$ cat config.mk
export PLATFORM = sky130hd
export DESIGN_NAME = shst_outq
export DESIGN_NICKNAME = d
export VERILOG_FILES = /design/src/rtl/shst_pkg.sv /design/src/rtl/shst_outq.sv
export SDC_FILE = /design/constraint.sdc
export NUM_CORES = 1
export LEC_CHECK = 0
export BUFFER_PORTS_ARGS = -buffer_cell sky130_fd_sc_hd__clkbuf_2
export CAP_MARGIN = 20
export CORE_MARGIN = 2
export CORE_UTILIZATION = 42
export CTS_BUF_LIST = sky130_fd_sc_hd__clkbuf_4 sky130_fd_sc_hd__clkbuf_8
export CTS_CLUSTER_SIZE = 30
export DETAILED_ROUTE_END_ITERATION = 8
export PLACE_DENSITY_LB_ADDON = 0.1
export SLEW_MARGIN = 25
export SYNTH_ARGS = -nofsm -noshare
export SYNTH_HDL_FRONTEND = slang
export SYNTH_SLANG_ARGS = --single-unit
export TNS_END_PERCENT = 50
$ cat constraint.sdc
create_clock -name clk -period 20 [get_ports clk]
set_input_delay 1 -clock clk [delete_from_list [all_inputs] [get_ports clk]]
set_output_delay 1 -clock clk [all_outputs]
set_load 0.05 [all_outputs]
$ cat src/rtl/shst_pkg.sv
// Shared types, constants and saturating Q16.16 arithmetic for the source-term pipeline.
package shst_pkg;

	localparam int CORDIC_STEPS = 16;
	localparam int DIV_STEPS = 32;

	localparam logic signed [31:0] Q_ONE = 32'sd65536;
	localparam logic signed [19:0] Q_HALF_PI = 20'sd102944;
	localparam logic [17:0] Q_PI = 18'd205887;
	localparam logic signed [19:0] CORDIC_GAIN_INV = 20'sd39797;
	localparam logic [18:0] GAMMA_ONE = 19'd65536;
	localparam logic [18:0] GAMMA_MIN = 19'd65537;

	localparam logic [1:0] REG_DIMS = 2'd0;
	localparam logic [1:0] REG_GAMMA = 2'd1;

	localparam logic [1:0] ST_OK = 2'd0;
	localparam logic [1:0] ST_DIVZERO = 2'd1;
	localparam logic [1:0] ST_SAT = 2'd2;

	typedef struct packed {
		logic signed [31:0] v;
		logic sat;
	} qres_t;

	// everything that rides along the pipeline with one cell
	typedef struct packed {
		logic signed [31:0] n;
		logic signed [31:0] p;
		logic signed [31:0] u;
		logic signed [31:0] v;
		logic signed [31:0] w;
		logic [30:0] r;
		logic [18:0] gm1;
		logic dims1;
		logic err;
		logic sat;
		logic signed [31:0] pg;
		logic signed [31:0] nct;
		logic signed [31:0] uu;
		logic signed [31:0] vv;
		logic signed [31:0] ww;
		logic signed [31:0] nu;
		logic signed [31:0] a;
		logic signed [31:0] ke;
		logic signed [31:0] na;
		logic signed [31:0] nuu;
		logic signed [31:0] nuv;
		logic signed [31:0] nuw;
		logic signed [31:0] nua;
		logic signed [31:0] wpv;
		logic signed [31:0] wmv;
		logic signed [31:0] nke;
		logic signed [31:0] nw2;
		logic signed [31:0] t3a;
		logic signed [31:0] naw;
		logic signed [31:0] h;
		logic signed [31:0] t2;
		logic signed [31:0] t3;
		logic signed [31:0] t4;
		logic signed [31:0] d0;
		logic signed [31:0] ha;
		logic signed [31:0] hu;
		logic signed [31:0] d1;
		logic signed [31:0] q0;
		logic signed [31:0] q1;
		logic signed [31:0] q2;
		logic signed [31:0] q3;
		logic signed [31:0] q4;
	} carry_t;

	typedef struct packed {
		logic signed [31:0] src_density;
		logic signed [31:0] src_energy;
		logic signed [31:0] src_mom_radial;
		logic signed [31:0] src_mom_polar;
		logic signed [31:0] src_mom_azimuthal;
		logic [1:0] status;
	} res_t;

	function automatic logic signed [19:0] cordic_atan(input int i);
		case (i)
			0: cordic_atan = 20'sd51472;
			1: cordic_atan = 20'sd30386;
			2: cordic_atan = 20'sd16055;
			3: cordic_atan = 20'sd8150;
			4: cordic_atan = 20'sd4091;
			5: cordic_atan = 20'sd2047;
			6: cordic_atan = 20'sd1024;
			7: cordic_atan = 20'sd512;
			8: cordic_atan = 20'sd256;
			9: cordic_atan = 20'sd128;
			10: cordic_atan = 20'sd64;
			11: cordic_atan = 20'sd32;
			12: cordic_atan = 20'sd16;
			13: cordic_atan = 20'sd8;
			14: cordic_atan = 20'sd4;
			15: cordic_atan = 20'sd2;
			default: cordic_atan = 20'sd0;
		endcase
	endfunction

	function automatic qres_t sat66(input logic signed [65:0] x);
		qres_t r;
		if (x > 66'sd2147483647) begin
			r.v = 32'sh7fffffff;
			r.sat = 1'b1;
		end else if (x < -66'sd2147483648) begin
			r.v = 32'sh80000000;
			r.sat = 1'b1;
		end else begin
			r.v = x[31:0];
			r.sat = 1'b0;
		end
		return r;
	endfunction

	// product shifted right by 16, rounded toward minus infinity
	function automatic qres_t qmul(input logic signed [31:0] a, input logic signed [31:0] b);
		logic signed [63:0] prod;
		logic signed [65:0] x;
		prod = a * b;
		x = prod;
		x = x >>> 16;
		return sat66(x);
	endfunction

	function automatic qres_t qadd(input logic signed [31:0] a, input logic signed [31:0] b);
		logic signed [65:0] x;
		logic signed [65:0] y;
		x = a;
		y = b;
		return sat66(x + y);
	endfunction

	function automatic qres_t qsub(input logic signed [31:0] a, input logic signed [31:0] b);
		logic signed [65:0] x;
		logic signed [65:0] y;
		x = a;
		y = b;
		return sat66(x - y);
	endfunction

	function automatic qres_t qneg(input logic signed [31:0] a);
		logic signed [65:0] x;
		x = a;
		return sat66(-x);
	endfunction

	function automatic qres_t qdbl(input logic signed [31:0] a);
		logic signed [65:0] x;
		x = a;
		return sat66(x <<< 1);
	endfunction

	function automatic qres_t qtrip(input logic signed [31:0] a);
		logic signed [65:0] x;
		x = a;
		return sat66(x + (x <<< 1));
	endfunction

endpackage

$ cat src/rtl/shst_outq.sv
// Two-entry output queue that decouples the pipeline from the result consumer.
module shst_outq
	import shst_pkg::*;
(
	input logic clk,
	input logic arst_n,
	input logic push,
	input res_t push_data,
	output logic full,
	output logic out_valid,
	input logic out_ready,
	output res_t out_data
);

	res_t mem_q [2];
	logic wr_q;
	logic rd_q;
	logic [1:0] cnt_q;
	logic pop;

	assign out_valid = cnt_q != 2'd0;
	assign full = cnt_q == 2'd2;
	assign pop = out_valid && out_ready;
	assign out_data = mem_q[rd_q];

	always_ff @(posedge clk) begin
		if (push) begin
			mem_q[wr_q] <= push_data;
		end
	end

	always_ff @(posedge clk or negedge arst_n) begin
		if (!arst_n) begin
			wr_q <= 1'b0;
			rd_q <= 1'b0;
			cnt_q <= 2'd0;
		end else begin
			if (push) begin
				wr_q <= ~wr_q;
			end
			if (pop) begin
				rd_q <= ~rd_q;
			end
			case ({push, pop})
				2'b10: cnt_q <= cnt_q + 2'd1;
				2'b01: cnt_q <= cnt_q - 2'd1;
				default: cnt_q <= cnt_q;
			endcase
		end
	end

endmodule

==> flow_summary.ini <==
[route]
drt_iter0_drc = 278
viasPerCell = 4.75
drt_wl_total_um = 24500
vias = 6227
routedWlPerCell_um = 18.7
drc_errors = 0
dr.pass1.iters = 4
ant_nets = 0

[sta]
hold_viol_final = 0
finalSetupTns_ns = 0
fin_worst_skew_ns = 0.0120
finalCriticalPeriod_ns = 4.42
finalCritPeriodShare = 0.221
setup_ws_ns = 15.58
tightest_slew_ns = 0.828
rsz0062_at_grt = no
fmax_mhz = 226
maxSlewViolCount = 0
slew_headroom = 0.448
setup_viol = 0

[worst_setup_path]
crit_arrival_ns = 3.42
worstPathRequired_ns = 19.00
crit_type = register to output pin
worstSetupStartpointType = register
cp_max_fo = 67
endpoint_kind = output pin

[floorplan]
die-area_sq_um = 30300
die_x_um = 174
initial_core_util = 0.425
die_height_um = 174
placementRows = 62
core_area_sq_um = 28600
io_pins = 330

[clock_network]
cts_made_buffers = 53
root_buffer = clkbuf_8
clock-sinks = 328
ctsLongestPathBuffers = 3
cts_hold_buffers = 0
htree_num_levels = 2
cts_setup_buffers = 0
clock_latency_ns = 0.56
cts_tree = yes
clk_pin_slew_worst_paths_ns = 0.06
cts_resized = 0

[logic_synthesis]
ys_ff_latch = 328
synthTopCellsByCount = edfxtp_1, mux2_2, mux2_4, buf_2, buf_6
syn_area_sq_um = 12200
synth_fp_nets = 688
ys_warn_count = 0
synth_top_cell_by_area = edfxtp_1
ys_types = 14
synthTopCellsByArea = edfxtp_1, mux2_4, mux2_2
avgSynthCellArea_sq_um = 23.3
yosys_most_used_dff = edfxtp_1
yosysMostFrequentCell = edfxtp_1
synth_cells = 521
seq_area_frac_synth = 0.809
synth_top_area_frac = 0.800
async_reset_ff_frac = 0.0122
synth-edff-count = 324

[cells_and_area]
multi_input_area_sq_um = 2190
drive_above_1_share = 0.622
n_fill_cell = 2363
area_delta_synth_final_pct = 24.7
design_area_sq_um = 15200
regArea_sq_um = 9830
fin_nets = 1060

[global_routing]
antenna_found_initial = 1
grt_pass1_wl_um = 36900
grt_max_degree = 80
overflow = 0
grt_pass1_vias = 6759
grt_usage = 0.160

[power]
power_per_cell_area_nw_per_um2 = 167
leakage_nw = 5.97
max-vdd-ir-drop_mv = 0.0989

[placed_design]
dp_slack_ns = 15.61
postPlaceCellArea_sq_um = 14200
gp_congestion = 0.755
io_buffer_count = 329
dp_hpwl_um = 16200

[min_path]
min_path_type = input port to asynchronous set/reset pin

[run]
max_cap_violations = 0

[outcome]
outcome = complete, no violations
## registers in the layout, indices dropped and copies added, names as in the netlist
signal / flops
cnt_q: 2
mem_q: 324
rd_q: 1
wr_q: 1
## power breakdown
part	leakage, nW	total [mW]	switching, mW	internal [mW]
registers	3.09	0.957	0.0431	0.914
clock network	0.499	0.521	0.238	0.283
logic	2.38	1.06	0.758	0.299
total	5.97	2.54	1.04	1.50
## layout make-up
cell class,instances,share of cell area
sequential,328,0.649
multi-input combinational,174,0.144
timing repair buffer,335,0.113
clock buffer,73,0.0588
tap,384,0.0317
clock inverter,14,0.00371
inverter,1,0.000248
antenna,1,0.000165
## routing by layer
layer  vias to the layer above  part of all wire  global-route usage  wire length (um)
met3                        55             0.095              0.0650              2320
met1                      3080              0.39               0.188              9670
met2                       268              0.48               0.264             11800
li1                       2824                 -                   -                 -
met5                         -                 0                   0                 0
met4                         0             0.027              0.0588               669
## layout by cell type (no fill, tap or decap)
| cell | netlist | final |
|---|---|---|
| nor2_1 | 2 | 1 |
| nor2_4 | 0 | 1 |
| edfxtp_1 | 324 | 324 |
| buf_6 | 9 | 4 |
| buf_4 | 0 | 2 |
| dfrtp_1 | 4 | 3 |
| clkinv_1 | 0 | 13 |
| xnor2_1 | 2 | 2 |
| and2_4 | 0 | 1 |
| clkbuf_2 | 0 | 329 |
| clkbuf_8 | 0 | 55 |
| diode_2 | 0 | 1 |
| xor2_1 | 3 | 3 |
| mux2_2 | 92 | 92 |
| mux2_4 | 70 | 70 |
| clkbuf_4 | 0 | 18 |
| or2_2 | 1 | 1 |
| ha_1 | 1 | 1 |
| dfrtp_4 | 0 | 1 |
| clkinvlp_4 | 0 | 1 |
| inv_1 | 1 | 1 |
| and2_1 | 2 | 1 |
| nor2b_1 | 1 | 1 |
## stage by stage
step                hold slack, ns  cells   util  total power, mW
floorplan                    0.448    521      -             1.85
global placement             0.464   1222  0.496             2.03
detailed placement           0.476   1222  0.496             2.05
CTS                          0.197   1309  0.529             2.58
global route                 0.198   1310  0.530             2.64
finish                       0.245   1310  0.530             2.54
## cells by family (layout without fill, tap and decap cells)
logic type | count (synthesis) | after routing | share of synthesized area
flip-flops | 328 | 328 | 0.809
multiplexers | 162 | 162 | 0.172
buffers and inverters | 19 | 423 | 0.0124
AND/OR/NAND/NOR | 6 | 6 | 0.00268
XOR/XNOR | 5 | 5 | 0.00360
adder cells (fa/ha/maj) | 1 | 1 | 0.00103
other | 0 | 1 | 0
## path summary, 6_finish.rpt
kind                                 end  slack [ns]     start  depth (start not counted)
setup / recovery           out_data[156]       15.58      rd_q                          4
hold / removal                  cnt_q[0]        0.25    arst_n                          1
setup reg to reg           mem_q[0][135]       17.71      wr_q                          2
hold reg to reg                 cnt_q[1]        0.49  cnt_q[1]                          1
max in group asynchronous           rd_q       19.60    arst_n                          1
min in group clk                cnt_q[1]        0.49  cnt_q[1]                          1
## critical path, cell delays in order (launching register included)
cell	delay (ns)
dfrtp_4	0.72
buf_6	0.64
buf_6	0.69
mux2_2	0.43
clkbuf_2	0.24
No activity file was read; power rests on OpenSTA's default activity.
