## config.mk

```make
export PLATFORM = sky130hd
export DESIGN_NAME = shst_cordic
export DESIGN_NICKNAME = d
export VERILOG_FILES = /design/src/rtl/shst_pkg.sv /design/src/rtl/shst_cordic.sv
export SDC_FILE = /design/constraint.sdc
export NUM_CORES = 2
export LEC_CHECK = 0
export BUFFER_PORTS_ARGS = -buffer_cell sky130_fd_sc_hd__buf_2
export CAP_MARGIN = 5
export CORE_ASPECT_RATIO = 1.75
export CORE_MARGIN = 1.5
export CORE_UTILIZATION = 30
export DETAILED_ROUTE_END_ITERATION = 10
export MAX_ROUTING_LAYER = met4
export PLACE_DENSITY_LB_ADDON = 0.15
export SLEW_MARGIN = 20
export SYNTH_ARGS = -nofsm -noshare
export SYNTH_HDL_FRONTEND = slang
export SYNTH_SLANG_ARGS = --single-unit
export TNS_END_PERCENT = 50
```

## constraint.sdc

```tcl
create_clock -name clk -period 4.9 [get_ports clk]
set_input_delay 0.98 -clock clk [delete_from_list [all_inputs] [get_ports clk]]
set_output_delay 0.98 -clock clk [all_outputs]
set_load 0.05 [all_outputs]
```

## src/rtl/shst_pkg.sv

```systemverilog
// Shared types, constants and saturating Q16.16 arithmetic for the source-term pipeline.
package shst_pkg;

	localparam int CORDIC_STEPS = 16;
	localparam int DIV_STEPS = 32;

	localparam logic signed [31:0] Q_ONE = 32'sd65536;
	localparam logic signed [19:0] Q_HALF_PI = 20'sd102944;
	localparam logic [17:0] Q_PI = 18'd205887;
	localparam logic signed [19:0] CORDIC_GAIN_INV = 20'sd39797;
	localparam logic [18:0] GAMMA_ONE = 19'd65536;
	localparam logic [18:0] GAMMA_MIN = 19'd65537;

	localparam logic [1:0] REG_DIMS = 2'd0;
	localparam logic [1:0] REG_GAMMA = 2'd1;

	localparam logic [1:0] ST_OK = 2'd0;
	localparam logic [1:0] ST_DIVZERO = 2'd1;
	localparam logic [1:0] ST_SAT = 2'd2;

	typedef struct packed {
		logic signed [31:0] v;
		logic sat;
	} qres_t;

	// everything that rides along the pipeline with one cell
	typedef struct packed {
		logic signed [31:0] n;
		logic signed [31:0] p;
		logic signed [31:0] u;
		logic signed [31:0] v;
		logic signed [31:0] w;
		logic [30:0] r;
		logic [18:0] gm1;
		logic dims1;
		logic err;
		logic sat;
		logic signed [31:0] pg;
		logic signed [31:0] nct;
		logic signed [31:0] uu;
		logic signed [31:0] vv;
		logic signed [31:0] ww;
		logic signed [31:0] nu;
		logic signed [31:0] a;
		logic signed [31:0] ke;
		logic signed [31:0] na;
		logic signed [31:0] nuu;
		logic signed [31:0] nuv;
		logic signed [31:0] nuw;
		logic signed [31:0] nua;
		logic signed [31:0] wpv;
		logic signed [31:0] wmv;
		logic signed [31:0] nke;
		logic signed [31:0] nw2;
		logic signed [31:0] t3a;
		logic signed [31:0] naw;
		logic signed [31:0] h;
		logic signed [31:0] t2;
		logic signed [31:0] t3;
		logic signed [31:0] t4;
		logic signed [31:0] d0;
		logic signed [31:0] ha;
		logic signed [31:0] hu;
		logic signed [31:0] d1;
		logic signed [31:0] q0;
		logic signed [31:0] q1;
		logic signed [31:0] q2;
		logic signed [31:0] q3;
		logic signed [31:0] q4;
	} carry_t;

	typedef struct packed {
		logic signed [31:0] src_density;
		logic signed [31:0] src_energy;
		logic signed [31:0] src_mom_radial;
		logic signed [31:0] src_mom_polar;
		logic signed [31:0] src_mom_azimuthal;
		logic [1:0] status;
	} res_t;

	function automatic logic signed [19:0] cordic_atan(input int i);
		case (i)
			0: cordic_atan = 20'sd51472;
			1: cordic_atan = 20'sd30386;
			2: cordic_atan = 20'sd16055;
			3: cordic_atan = 20'sd8150;
			4: cordic_atan = 20'sd4091;
			5: cordic_atan = 20'sd2047;
			6: cordic_atan = 20'sd1024;
			7: cordic_atan = 20'sd512;
			8: cordic_atan = 20'sd256;
			9: cordic_atan = 20'sd128;
			10: cordic_atan = 20'sd64;
			11: cordic_atan = 20'sd32;
			12: cordic_atan = 20'sd16;
			13: cordic_atan = 20'sd8;
			14: cordic_atan = 20'sd4;
			15: cordic_atan = 20'sd2;
			default: cordic_atan = 20'sd0;
		endcase
	endfunction

	function automatic qres_t sat66(input logic signed [65:0] x);
		qres_t r;
		if (x > 66'sd2147483647) begin
			r.v = 32'sh7fffffff;
			r.sat = 1'b1;
		end else if (x < -66'sd2147483648) begin
			r.v = 32'sh80000000;
			r.sat = 1'b1;
		end else begin
			r.v = x[31:0];
			r.sat = 1'b0;
		end
		return r;
	endfunction

	// product shifted right by 16, rounded toward minus infinity
	function automatic qres_t qmul(input logic signed [31:0] a, input logic signed [31:0] b);
		logic signed [63:0] prod;
		logic signed [65:0] x;
		prod = a * b;
		x = prod;
		x = x >>> 16;
		return sat66(x);
	endfunction

	function automatic qres_t qadd(input logic signed [31:0] a, input logic signed [31:0] b);
		logic signed [65:0] x;
		logic signed [65:0] y;
		x = a;
		y = b;
		return sat66(x + y);
	endfunction

	function automatic qres_t qsub(input logic signed [31:0] a, input logic signed [31:0] b);
		logic signed [65:0] x;
		logic signed [65:0] y;
		x = a;
		y = b;
		return sat66(x - y);
	endfunction

	function automatic qres_t qneg(input logic signed [31:0] a);
		logic signed [65:0] x;
		x = a;
		return sat66(-x);
	endfunction

	function automatic qres_t qdbl(input logic signed [31:0] a);
		logic signed [65:0] x;
		x = a;
		return sat66(x <<< 1);
	endfunction

	function automatic qres_t qtrip(input logic signed [31:0] a);
		logic signed [65:0] x;
		x = a;
		return sat66(x + (x <<< 1));
	endfunction

endpackage

```

## src/rtl/shst_cordic.sv

```systemverilog
// Pipelined rotation CORDIC, one iteration per stage, with a side payload.
module shst_cordic
	import shst_pkg::*;
#(
	parameter int SIDE_W = 1
)
(
	input logic clk,
	input logic arst_n,
	input logic en,
	input logic in_valid,
	input logic signed [19:0] z_in,
	input logic [SIDE_W-1:0] side_in,
	output logic out_valid,
	output logic signed [19:0] x_out,
	output logic signed [19:0] y_out,
	output logic [SIDE_W-1:0] side_out
);

	logic signed [19:0] x_s [CORDIC_STEPS+1];
	logic signed [19:0] y_s [CORDIC_STEPS+1];
	logic signed [19:0] z_s [CORDIC_STEPS+1];
	logic [SIDE_W-1:0] side_s [CORDIC_STEPS+1];
	logic [CORDIC_STEPS:0] vld_s;

	always_ff @(posedge clk or negedge arst_n) begin
		if (!arst_n) begin
			vld_s <= '0;
		end else if (en) begin
			vld_s <= {vld_s[CORDIC_STEPS-1:0], in_valid};
		end
	end

	always_ff @(posedge clk) begin
		if (en) begin
			x_s[0] <= CORDIC_GAIN_INV;
			y_s[0] <= 20'sd0;
			z_s[0] <= z_in;
			side_s[0] <= side_in;
		end
	end

	for (genvar i = 0; i < CORDIC_STEPS; i++) begin : g_iter
		always_ff @(posedge clk) begin
			if (en) begin
				if (z_s[i] >= 20'sd0) begin
					x_s[i+1] <= x_s[i] - (y_s[i] >>> i);
					y_s[i+1] <= y_s[i] + (x_s[i] >>> i);
					z_s[i+1] <= z_s[i] - cordic_atan(i);
				end else begin
					x_s[i+1] <= x_s[i] + (y_s[i] >>> i);
					y_s[i+1] <= y_s[i] - (x_s[i] >>> i);
					z_s[i+1] <= z_s[i] + cordic_atan(i);
				end
				side_s[i+1] <= side_s[i];
			end
		end
	end

	assign out_valid = vld_s[CORDIC_STEPS];
	assign x_out = x_s[CORDIC_STEPS];
	assign y_out = y_s[CORDIC_STEPS];
	assign side_out = side_s[CORDIC_STEPS];

endmodule

```

==> qor.yml <==
global_route:
  grt_overflow: 0
  antenna_found_initial: 1
  use_met3_pct: 1.676
  met1_usage_pct: 13.30
  grt_pass1_wl_um: 307400
  top_usage_layer: "met2"
  grt_pass1_vias: 53520
  use_met2_pct: 38.09
  grt_usage_pct: 18.11
  grt_start_max_net_pins: 107
critical_path:
  slowest_delay_ns: 0.65
  crit_type: "flip-flop to flip-flop"
  rrSetupSlack_ns: 0.53
  ff2ff_path_depth: 15
  path_max_fanout: 4
  crit_slowest_cell: "or4_1"
  reg2reg_from: "y_s[7][8]$_DFFE_PP_"
  worstSetupStartpointType: "flip-flop"
  cp-end-kind: "flip-flop"
  path_cells: "inv_1, ha_1, inv_1, or4_1, o21ai_0, xnor2_1, ha_1, and3_1, nand2_1, or2_2, o221ai_1, nor3_1, o21bai_1, a21oi_1, xnor2_1"
  r2r_end: "x_s[8][19]$_DFFE_PP_"
  cp.arrival_ns: 4.88
  cp.required_ns: 5.41
status:
  outcome: "finished, final reports clean"
sta:
  rsz0062_at_grt: "false"
  max_freq_ghz: 0.2286
  setup_viol_count_final: 0
  fin_crit_ns: 4.374
  hold_viol: 0
  max_slew_margin_pct: 28.80
  finalMaxSlewViolations: 0
  period_share_pct: 89.27
  tightest_slew_ns: 1.060
  setup_tns_ns: 0
  fin_skew_ns: 0.07056
cts:
  cts_resized: 0
  htreeDepth: 3
  cts_hold_buf: 0
  root_buffer: "clkbuf_16"
  cts_setup_buffers: 0
  cts_tree: "done"
  numClockSinks: 914
  clk_pin_slew_worst_paths_ns: 0.07
  clk_latency_ns: 0.76
  cts_buffer_depth: 3
  numCtsBuffers: 101
floorplanning:
  die_area_mm2: 0.2293
  die_h_um: 632.3
  die_w_um: 362.6
  core_mm2: 0.2248
  ioPinCount: 67
  core.rowCount: 230
  start_util_pct: 30.21
cells_and_area:
  fin_nets: 7941
  syn2layout_area_growth_pct: 14.84
  fin_cells: 10210
  fillers: 22710
  final_layout_size_suffix_gt1_share_pct: 9.138
detailed_routing:
  drt_iter0_drc: 2039
  drc_errors: 0
  dr_total_vias: 51100
  wl_per_cell_um: 20.06
  via_per_inst: 5.005
  drt_wl_total_um: 204800
  dr.pass1.iters: 5
  ant_nets: 0
synth:
  syn-instance-count: 6699
  ys_types: 86
  synth_area_leaders: "edfxtp_1 (40%), ha_1 (14%), xnor2_1 (8.6%), a21oi_1 (4.9%), xor2_1 (3.5%)"
  syn_nets: 7536
  synth-seq-cells: 914
  synth_area_leader_cell: "edfxtp_1"
  post_synth.cell_area_avg_um2: 10.13
  synth_ff_type: "edfxtp_1"
  ys_async_sr_fraction_pct: 1.860
  ys_seq_area_share_pct: 40.30
  synth_top_area_share_pct: 39.67
  synth_edf_count: 897
  yosysWarnings: 0
  synth_area_mm2: 0.06789
place:
  io_buffers: 66
  dp_hpwl_um: 168900
  post-place-cells: 10020
  place.gp.congestion: 0.9424
job:
  maxCapViolCount: 0
min_path:
  holdCritPathClass: "input pin to async pin"
-- flip-flops by register name (all words and copies together), names as in the netlist --
| name | cells |
|---|---|
| y_s | 299 |
| x_s | 298 |
| z_s | 283 |
| side_s | 17 |
| vld_s | 17 |
-- how the worst max path moves through the flow --
stage	endpoint	slack (ns)	cells past startpoint	start
after floorplan	x_s[10][19]$_DFFE_PP_	-0.07	17	en
after global placement	y_s[14][19]$_DFFE_PP_	0.06	16	en
after detailed placement	y_s[14][19]$_DFFE_PP_	0.06	16	en
after CTS	x_s[8][19]$_DFFE_PP_	0.52	15	y_s[7][8]$_DFFE_PP_
after global routing	y_s[5][19]$_DFFE_PP_	0.31	14	x_s[4][8]$_DFFE_PP_
final	x_s[8][19]$_DFFE_PP_	0.53	15	y_s[7][8]$_DFFE_PP_
-- logic make-up after synthesis --
| group | count (synthesis) | synth area share [%] |
|---|---|---|
| mux | 58 | 0.8993 |
| fa+ha+maj | 814 | 15.44 |
| other cells | 2 | 0.01106 |
| buf+inv | 437 | 2.433 |
| xor+xnor | 940 | 12.13 |
| flops | 914 | 40.30 |
| compound gates | 1862 | 17.07 |
| simple gates | 1672 | 11.72 |
-- per-stage QoR --
stage / setup WS, ns / instance area [um^2] / utilization [%] / hold slack [ns]
2_1_floorplan: -0.07184 / 67900 / - / 0.4003
3_3_place_gp: 0.05661 / 74350 / 33.08 / 0.4003
3_5_place_dp: 0.05893 / 74350 / 33.08 / 0.4045
4_1_cts: 0.5232 / 77960 / 34.69 / 0.09417
5_1_grt: 0.3079 / 77960 / 34.69 / 0.1346
6_report: 0.5260 / 77970 / 34.69 / 0.1490
-- metal layers --
metal | vias up | share of wire [%]
li1 | 25500 | -
met1 | 24350 | 29
met2 | 742 | 60
met3 | 497 | 1.9
met4 | 0 | 9.1
met5 | - | 0
-- synth_stat cells, drive strengths merged, types with 9 or more instances --
master	n
or2	22
mux2i	34
o21ai	373
a21oi	671
nor3	194
nand2	371
o311ai	10
a211o	19
a21o	246
a31oi	63
a31o	12
fa	40
a21boi	19
nand3	117
nor2b	83
or4	18
nor2	518
o22ai	9
and3	51
a211oi	50
nand3b	11
ha	772
nand2b	105
a41oi	9
or3	39
inv	311
o21a	69
xor2	272
o41ai	24
o2111ai	11
and2	38
dfrtp	17
nor3b	10
mux2	24
nor4	40
edfxtp	897
xnor2	668
o31ai	49
buf	30
clkbuf	91
o21bai	105
a2111oi	13
o211ai	21
nand4	34
-- cells in the final DEF (no fill, tap or decap), types with 194 or more instances in the layout --
master	count
edfxtp_1	897
ha_1	772
a21oi_1	670
xnor2_1	668
nor2_1	518
nand2_1	370
o21ai_0	368
buf_4	347
inv_1	311
xor2_1	272
a21o_1	246
nor3_1	194
-- critical path, delay by kind of cell (launching register included) --
family	cells	cell delay, ns
AO/OA/AOI/OAI	4	1.23
flip-flops	1	0.50
AND/OR/NAND/NOR	5	1.35
adder cells (fa/ha/maj)	2	0.60
buffers and inverters	2	0.18
XOR/XNOR	2	0.27
-- area by class of cell --
type,count,area (um^2),share of cell area [%]
diodes,3,7.507,0.009629
clock buffers,116,2635,3.380
inverters,316,1187,1.523
clock inverters,73,973.4,1.249
multi-input cells,5348,38880,49.87
well taps,3016,3774,4.840
repair buffers,423,3146,4.034
flip-flops and latches,914,27360,35.09
Power is not shown: default switching activity piles up to over one toggle a cycle in this logic, so the estimate is an artifact.
