**src/rtl/shst_pkg.sv**
```systemverilog
// Shared types, constants and saturating Q16.16 arithmetic for the source-term pipeline.
package shst_pkg;

	localparam int CORDIC_STEPS = 16;
	localparam int DIV_STEPS = 32;

	localparam logic signed [31:0] Q_ONE = 32'sd65536;
	localparam logic signed [19:0] Q_HALF_PI = 20'sd102944;
	localparam logic [17:0] Q_PI = 18'd205887;
	localparam logic signed [19:0] CORDIC_GAIN_INV = 20'sd39797;
	localparam logic [18:0] GAMMA_ONE = 19'd65536;
	localparam logic [18:0] GAMMA_MIN = 19'd65537;

	localparam logic [1:0] REG_DIMS = 2'd0;
	localparam logic [1:0] REG_GAMMA = 2'd1;

	localparam logic [1:0] ST_OK = 2'd0;
	localparam logic [1:0] ST_DIVZERO = 2'd1;
	localparam logic [1:0] ST_SAT = 2'd2;

	typedef struct packed {
		logic signed [31:0] v;
		logic sat;
	} qres_t;

	// everything that rides along the pipeline with one cell
	typedef struct packed {
		logic signed [31:0] n;
		logic signed [31:0] p;
		logic signed [31:0] u;
		logic signed [31:0] v;
		logic signed [31:0] w;
		logic [30:0] r;
		logic [18:0] gm1;
		logic dims1;
		logic err;
		logic sat;
		logic signed [31:0] pg;
		logic signed [31:0] nct;
		logic signed [31:0] uu;
		logic signed [31:0] vv;
		logic signed [31:0] ww;
		logic signed [31:0] nu;
		logic signed [31:0] a;
		logic signed [31:0] ke;
		logic signed [31:0] na;
		logic signed [31:0] nuu;
		logic signed [31:0] nuv;
		logic signed [31:0] nuw;
		logic signed [31:0] nua;
		logic signed [31:0] wpv;
		logic signed [31:0] wmv;
		logic signed [31:0] nke;
		logic signed [31:0] nw2;
		logic signed [31:0] t3a;
		logic signed [31:0] naw;
		logic signed [31:0] h;
		logic signed [31:0] t2;
		logic signed [31:0] t3;
		logic signed [31:0] t4;
		logic signed [31:0] d0;
		logic signed [31:0] ha;
		logic signed [31:0] hu;
		logic signed [31:0] d1;
		logic signed [31:0] q0;
		logic signed [31:0] q1;
		logic signed [31:0] q2;
		logic signed [31:0] q3;
		logic signed [31:0] q4;
	} carry_t;

	typedef struct packed {
		logic signed [31:0] src_density;
		logic signed [31:0] src_energy;
		logic signed [31:0] src_mom_radial;
		logic signed [31:0] src_mom_polar;
		logic signed [31:0] src_mom_azimuthal;
		logic [1:0] status;
	} res_t;

	function automatic logic signed [19:0] cordic_atan(input int i);
		case (i)
			0: cordic_atan = 20'sd51472;
			1: cordic_atan = 20'sd30386;
			2: cordic_atan = 20'sd16055;
			3: cordic_atan = 20'sd8150;
			4: cordic_atan = 20'sd4091;
			5: cordic_atan = 20'sd2047;
			6: cordic_atan = 20'sd1024;
			7: cordic_atan = 20'sd512;
			8: cordic_atan = 20'sd256;
			9: cordic_atan = 20'sd128;
			10: cordic_atan = 20'sd64;
			11: cordic_atan = 20'sd32;
			12: cordic_atan = 20'sd16;
			13: cordic_atan = 20'sd8;
			14: cordic_atan = 20'sd4;
			15: cordic_atan = 20'sd2;
			default: cordic_atan = 20'sd0;
		endcase
	endfunction

	function automatic qres_t sat66(input logic signed [65:0] x);
		qres_t r;
		if (x > 66'sd2147483647) begin
			r.v = 32'sh7fffffff;
			r.sat = 1'b1;
		end else if (x < -66'sd2147483648) begin
			r.v = 32'sh80000000;
			r.sat = 1'b1;
		end else begin
			r.v = x[31:0];
			r.sat = 1'b0;
		end
		return r;
	endfunction

	// product shifted right by 16, rounded toward minus infinity
	function automatic qres_t qmul(input logic signed [31:0] a, input logic signed [31:0] b);
		logic signed [63:0] prod;
		logic signed [65:0] x;
		prod = a * b;
		x = prod;
		x = x >>> 16;
		return sat66(x);
	endfunction

	function automatic qres_t qadd(input logic signed [31:0] a, input logic signed [31:0] b);
		logic signed [65:0] x;
		logic signed [65:0] y;
		x = a;
		y = b;
		return sat66(x + y);
	endfunction

	function automatic qres_t qsub(input logic signed [31:0] a, input logic signed [31:0] b);
		logic signed [65:0] x;
		logic signed [65:0] y;
		x = a;
		y = b;
		return sat66(x - y);
	endfunction

	function automatic qres_t qneg(input logic signed [31:0] a);
		logic signed [65:0] x;
		x = a;
		return sat66(-x);
	endfunction

	function automatic qres_t qdbl(input logic signed [31:0] a);
		logic signed [65:0] x;
		x = a;
		return sat66(x <<< 1);
	endfunction

	function automatic qres_t qtrip(input logic signed [31:0] a);
		logic signed [65:0] x;
		x = a;
		return sat66(x + (x <<< 1));
	endfunction

endpackage

```
**src/rtl/shst_div.sv**
```systemverilog
// Pipelined saturating Q16.16 divider lanes, one quotient bit per stage, with a side payload.
module shst_div
	import shst_pkg::*;
#(
	parameter int LANES = 1,
	parameter int SIDE_W = 1
)
(
	input logic clk,
	input logic arst_n,
	input logic en,
	input logic in_valid,
	input logic [LANES-1:0][31:0] num,
	input logic [LANES-1:0][31:0] den,
	input logic [SIDE_W-1:0] side_in,
	output logic out_valid,
	output logic [LANES-1:0][31:0] quo,
	output logic sat,
	output logic [SIDE_W-1:0] side_out
);

	logic [DIV_STEPS:0][LANES-1:0][31:0] rem_s;
	logic [DIV_STEPS:0][LANES-1:0][31:0] lo_s;
	logic [DIV_STEPS:0][LANES-1:0][31:0] q_s;
	logic [DIV_STEPS:0][LANES-1:0][31:0] den_s;
	logic [DIV_STEPS:0][LANES-1:0] neg_s;
	logic [DIV_STEPS:0][LANES-1:0] ovf_s;
	logic [DIV_STEPS:0][SIDE_W-1:0] side_s;
	logic [DIV_STEPS:0] vld_s;

	logic [LANES-1:0][31:0] mag;
	logic [LANES-1:0][31:0] rem0;
	logic [LANES-1:0][31:0] lo0;
	logic [LANES-1:0] ovf0;
	logic [LANES-1:0] neg0;

	logic [LANES-1:0][31:0] quo_n;
	logic sat_n;
	logic [LANES-1:0][31:0] quo_q;
	logic sat_q;
	logic [SIDE_W-1:0] side_q;
	logic out_vld_q;

	// dividend is |num| << 16; quotient fits 32 bits iff the top 16 bits stay below den
	always_comb begin
		for (int l = 0; l < LANES; l++) begin
			neg0[l] = num[l][31];
			mag[l] = num[l][31] ? (~num[l] + 32'd1) : num[l];
			rem0[l] = {16'd0, mag[l][31:16]};
			lo0[l] = {mag[l][15:0], 16'd0};
			ovf0[l] = rem0[l] >= den[l];
		end
	end

	always_ff @(posedge clk or negedge arst_n) begin
		if (!arst_n) begin
			vld_s <= '0;
			out_vld_q <= 1'b0;
		end else if (en) begin
			vld_s <= {vld_s[DIV_STEPS-1:0], in_valid};
			out_vld_q <= vld_s[DIV_STEPS];
		end
	end

	always_ff @(posedge clk) begin
		if (en) begin
			rem_s[0] <= rem0;
			lo_s[0] <= lo0;
			q_s[0] <= '0;
			den_s[0] <= den;
			neg_s[0] <= neg0;
			ovf_s[0] <= ovf0;
			side_s[0] <= side_in;
		end
	end

	for (genvar i = 0; i < DIV_STEPS; i++) begin : g_step
		logic [LANES-1:0][31:0] rem_n;
		logic [LANES-1:0][31:0] q_n;
		logic [LANES-1:0][31:0] lo_n;

		always_comb begin
			logic [32:0] trial;
			for (int l = 0; l < LANES; l++) begin
				trial = {rem_s[i][l], lo_s[i][l][31]} - {1'b0, den_s[i][l]};
				if (!trial[32]) begin
					rem_n[l] = trial[31:0];
					q_n[l] = {q_s[i][l][30:0], 1'b1};
				end else begin
					rem_n[l] = {rem_s[i][l][30:0], lo_s[i][l][31]};
					q_n[l] = {q_s[i][l][30:0], 1'b0};
				end
				lo_n[l] = {lo_s[i][l][30:0], 1'b0};
			end
		end

		always_ff @(posedge clk) begin
			if (en) begin
				rem_s[i+1] <= rem_n;
				q_s[i+1] <= q_n;
				lo_s[i+1] <= lo_n;
				den_s[i+1] <= den_s[i];
				neg_s[i+1] <= neg_s[i];
				ovf_s[i+1] <= ovf_s[i];
				side_s[i+1] <= side_s[i];
			end
		end
	end

	always_comb begin
		logic [31:0] qm;
		sat_n = 1'b0;
		for (int l = 0; l < LANES; l++) begin
			qm = q_s[DIV_STEPS][l];
			if (neg_s[DIV_STEPS][l]) begin
				if (ovf_s[DIV_STEPS][l] || qm > 32'h80000000) begin
					quo_n[l] = 32'h80000000;
					sat_n = 1'b1;
				end else begin
					quo_n[l] = ~qm + 32'd1;
				end
			end else begin
				if (ovf_s[DIV_STEPS][l] || qm[31]) begin
					quo_n[l] = 32'h7fffffff;
					sat_n = 1'b1;
				end else begin
					quo_n[l] = qm;
				end
			end
		end
	end

	always_ff @(posedge clk) begin
		if (en) begin
			quo_q <= quo_n;
			sat_q <= sat_n;
			side_q <= side_s[DIV_STEPS];
		end
	end

	assign out_valid = out_vld_q;
	assign quo = quo_q;
	assign sat = sat_q;
	assign side_out = side_q;

endmodule

```
**config.mk**
```make
export PLATFORM = sky130hd
export DESIGN_NAME = shst_div
export DESIGN_NICKNAME = d
export VERILOG_FILES = /design/src/rtl/shst_pkg.sv /design/src/rtl/shst_div.sv
export SDC_FILE = /design/constraint.sdc
export NUM_CORES = 2
export LEC_CHECK = 0
export BUFFER_PORTS_ARGS = -buffer_cell sky130_fd_sc_hd__buf_2
export CAP_MARGIN = 20
export CORE_ASPECT_RATIO = 0.8
export CORE_UTILIZATION = 36
export CTS_CLUSTER_DIAMETER = 30
export DETAILED_ROUTE_END_ITERATION = 10
export GPL_TIMING_DRIVEN = 0
export PLACE_DENSITY_LB_ADDON = 0.25
export SLEW_MARGIN = 20
export SYNTH_ARGS = -nofsm -noshare
export SYNTH_HDL_FRONTEND = slang
export SYNTH_SLANG_ARGS = --single-unit
```
**constraint.sdc**
```tcl
create_clock -name clk -period 5.9 [get_ports clk]
set_input_delay 1.18 -clock clk [delete_from_list [all_inputs] [get_ports clk]]
set_output_delay 1.18 -clock clk [all_outputs]
set_load 0.01 [all_outputs]
```
==> results.md <==
- The flow ran to the end, and the final reports show no timing, DRC or antenna violations.
- The min-delay analysis places its worst path in the category in -> async.
- The placeable core region is 410000 µm².
- The number of nets in the layout is 13.7k.
- The launching instance or port of the critical path is rem_s[705]$_DFFE_PP_.
- For this block, the initial DRC count from the detailed router was 5747.
- In this run the critical register-to-register path is captured at rem_s[764]$_DFFE_PP_.
- The mean routed wirelength per cell is 16.3 µm.
- The area taken by flip-flops and latches is 85800 µm².
- The worst setup path is launched from a flop.
- The clock network latency to the later pin of the worst-skew pair is 1030 ps.
- The die is 577 µm tall.
- For this design the static power due to leakage is 0.0718 µW.
- The overflow left after global routing is 0.
- The internal power of the cells totals 72600 µW.
- Timing would allow up to 176 MHz.
- The number of warnings printed during yosys synthesis is 0.
- The filler cells instantiated in the layout total 37.5k.
- Across every metal layer, demand over resource in global routing totals 0.142.
- The top fanout value on the critical path is 10.
- Measured along the x axis, the die boundary spans 721 µm.
- The number of input and output port buffers inserted is 103.
- The CTS tree is built.
- The last weighted congestion value of the routability-driven placer is 0.842.
- The worst reg2reg path startpoint is rem_s[705]$_DFFE_PP_.
- The initial utilization of the core area, before any placement, comes to 0.363.
- Leaving out fill and tap cells, the most frequent cell in the layout is sky130_fd_sc_hd__edfxtp_1.
- The hold violation count in the final report is 0.
- Summed over all layers, the routed wires come to 304000 µm.
- After detailed routing, the number of remaining DRC violations is 0.
- The share of total power dissipated in combinational logic is 0.394.
- Of the total power, the share spent switching nets is 0.338.
- The sum of met3 wire segment lengths after detailed routing is 15600 µm.
- The critical path start-end classification is reg -> reg.
- The H-tree generated during clock tree synthesis spans 6 levels.
- The detailed router put a total of 148000 µm of wire on met1.
- Of all flip-flops after synthesis, the portion carrying an async set or reset was 0.0119.
- The completed layout was analyzed and its total power is 110000 µW.
- The worst hold slack after final layout is 240 ps.
- Setup violations remaining at the end of the flow were counted as 0.
- Before antenna repair, the detailed router went through 8 iterations.
- The max-slew violation count is 0.
- The number of max-cap violations is 0.
- The critical path capture point is rem_s[764]$_DFFE_PP_.
- Summing all multi-input logic gate instances after layout gives 57500 µm².
- In the layout the commonest cells are sky130_fd_sc_hd__edfxtp_1 (2829), sky130_fd_sc_hd__inv_1 (1289), sky130_fd_sc_hd__ha_1 (1011), sky130_fd_sc_hd__a21oi_1 (821), sky130_fd_sc_hd__mux2_2 (790).
- STA puts the critical path data required time at 6630 ps.
- For this design, the sink count on the clock tree is 2863.
- The sequential cell fraction of total power is 0.299.
- The longest clock path from root to sink contains 4 buffers.
- The share of total power in the clock network is 0.306.
- At the pin with the least slew margin, the transition time is 1130 ps.
- The peak supply drop is 330 µV.
- The most used flip-flop cell after synthesis is sky130_fd_sc_hd__edfxtp_1.
- The clock transition time at the flip-flop clock pins of the worst setup and hold paths is 50 ps.
- The first global-routing pass estimated 483000 µm of wire.
- In this run the mean area of a mapped cell was 12.6 µm².
- Of the post-synthesis cell area, the dominant cell type holds 0.571.
- In the final layout, the share of cells above drive strength 1 is 0.151.
- By area the synthesized netlist is led by sky130_fd_sc_hd__edfxtp_1 (57%), sky130_fd_sc_hd__ha_1 (8.5%), sky130_fd_sc_hd__mux2_2 (6.0%).
- The initial antenna violation count was 10.
- The total standard cell area after synthesis is 149000 µm².
- The biggest area contributor in the post-synthesis netlist is sky130_fd_sc_hd__edfxtp_1.
- The standard-cell row count is 210.
- The number of vias in the routed layout is 90.5k.
- After detailed routing, the met2 layer carries 131000 µm of wire.
- The number of cells on the worst reg-to-reg path is 15.
- The post-route fraction of the period consumed by the critical path is 0.964.
- The number of buffers created by CTS is 605.
- Summed over all nets, the half-perimeter wirelength after detailed placement is 219000 µm.
- Counting distinct cell types in the post-synthesis netlist gives 84.
- The share of the Yosys chip area taken by registers is 0.577.
- The analysis attributes to net switching a power of 37100 µW.
- Between clock sinks in the finished design, the worst skew comes to 51.4 ps.
- The number of global-route vias before repair is 89.3k.
- The number of standard cells after synthesis is 11.8k.
- Compared with the post-synthesis result, the final layout area differs by 19.6%.
- For this design the top-level I/O count stands at 104.
- The pin count of the biggest net entering global routing is 149.
- The average via count per standard cell is 4.87.
- The relative slew slack is 0.241.
- Routed signal wires occupy layers up through met5.
- For flop-to-flop paths, the worst setup slack is 210 ps.
- The number of synthesized flops with an enable pin is 2829.
- The area of the die is 416000 µm².
- The root buffer cell chosen for the clock tree is sky130_fd_sc_hd__clkbuf_16.
- The final period demand of the worst path is 5690 ps.
- STA classifies the critical path endpoint as a flop.
- Power spread over the standard cell area amounts to 617 nW/µm².
- The synthesized design contains 2863 register bits.
- Hold repair after CTS inserted 0 buffers.
- The arrival time at the worst endpoint is 6420 ps.
- The antenna violation net count after detailed routing is 0.
[critical path, stage by stage (launching register included)]
cell	delay, ps
sky130_fd_sc_hd__edfxtp_1	450
sky130_fd_sc_hd__ha_1	370
sky130_fd_sc_hd__nor2b_1	140
sky130_fd_sc_hd__o21ai_0	280
sky130_fd_sc_hd__a21boi_0	250
sky130_fd_sc_hd__o211ai_1	240
sky130_fd_sc_hd__a21boi_0	220
sky130_fd_sc_hd__o21ai_0	520
sky130_fd_sc_hd__a21oi_1	300
sky130_fd_sc_hd__a221oi_1	530
sky130_fd_sc_hd__nand3b_1	220
sky130_fd_sc_hd__o21ai_0	90
sky130_fd_sc_hd__a21oi_1	340
sky130_fd_sc_hd__xor2_4	480
sky130_fd_sc_hd__clkbuf_2	530
sky130_fd_sc_hd__mux2_2	410
[per-stage QoR]
step                instance area [µm²]   util  setup slack [ps]  instances  setup TNS (ps)
floorplan                        149000      -              1300      11800               0
global placement                 156000  0.381            -43690      17400               -
detailed placement               157000  0.383             -1120      17500         -499210
CTS                              178000  0.433              19.6      18600               0
global route                     178000  0.434             -1.82      18600           -1.82
finish                           178000  0.434               210      18600               0
[layer usage]
layer,up-vias,global-route usage
met1,42800,0.201
met3,552,0.0281
met2,1809,0.219
met5,-,0
li1,45300,-
met4,2,0.0483
[synth_stat cells (81+ instances only)]
cell type	n
sky130_fd_sc_hd__a31oi_1	85
sky130_fd_sc_hd__a21oi_1	821
sky130_fd_sc_hd__ha_1	1011
sky130_fd_sc_hd__xor2_1	285
sky130_fd_sc_hd__inv_1	1289
sky130_fd_sc_hd__mux2_2	790
sky130_fd_sc_hd__o21ai_0	589
sky130_fd_sc_hd__nand2_1	538
sky130_fd_sc_hd__nand4_1	81
sky130_fd_sc_hd__o21a_1	119
sky130_fd_sc_hd__nor2_1	504
sky130_fd_sc_hd__edfxtp_1	2829
sky130_fd_sc_hd__nor3_1	127
sky130_fd_sc_hd__nand3_1	142
sky130_fd_sc_hd__xnor2_1	608
sky130_fd_sc_hd__nand2b_1	157
sky130_fd_sc_hd__clkbuf_1	168
sky130_fd_sc_hd__nor2b_1	179
sky130_fd_sc_hd__a21o_1	455
sky130_fd_sc_hd__o21bai_1	111
[logic make-up after synthesis]
logic type / after synthesis / share of synthesized area
simple gates: 2007 / 0.0656
buf+inv: 1480 / 0.0376
xor+xnor: 893 / 0.0526
mux: 836 / 0.0629
fa+ha+maj: 1042 / 0.0892
compound gates: 2702 / 0.115
flops: 2863 / 0.577
other cells: 1 / 0.0000252
[worst min-delay path by stage]
stage | end | slack, ps | cells past startpoint
final | vld_s[3]$_DFFE_PN0P_ | 240 | 1
after global routing | vld_s[0]$_DFFE_PN0P_ | 250 | 1
after CTS | vld_s[0]$_DFFE_PN0P_ | 170 | 1
after detailed placement | g_step[1].lo_n[22]$_DFFE_PP_ | 400 | 0
after global placement | q_s[329]$_DFFE_PP_ | 400 | 0
after floorplan | g_step[10].lo_n[27]$_DFFE_PP_ | 400 | 0
[sequential cells by signal, indices dropped and copies added, names as in the netlist]
name	flops
den_s	1024
g_step.lo_n	120
lo_s	16
neg_s	33
out_valid	1
ovf_s	33
q_s	528
quo	32
rem_s	1008
sat	1
side_out	1
side_s	33
vld_s	33
[repair_timing]
item / in CTS / in global routing
resized for setup: 10 / 21
setup endpoints to repair: 48 / 247
gates cloned: 0 / 2
pin swaps: 0 / 1
setup buffers: 0 / 1
[power by group through the flow]
stage               Combinational [µW]  Clock, µW  Sequential (µW)
floorplan                        32900          0            31800
global placement                 42400          0            35100
detailed placement               42700          0            33200
CTS                              43300      34500            32900
global route                     48000      35500            33400
finish                           43200      33600            32900
[area by class of cell]
type / count / area share
well taps: 5512 / 0.0388
repair buffers: 144 / 0.00787
diodes: 2 / 0.0000281
clock inverters: 396 / 0.0281
plain buffers: 190 / 0.00431
clock buffers: 701 / 0.0875
flip-flops and latches: 2863 / 0.483
multi-input cells: 7487 / 0.324
inverters: 1290 / 0.0273
(Power assumes the default switching activity.)
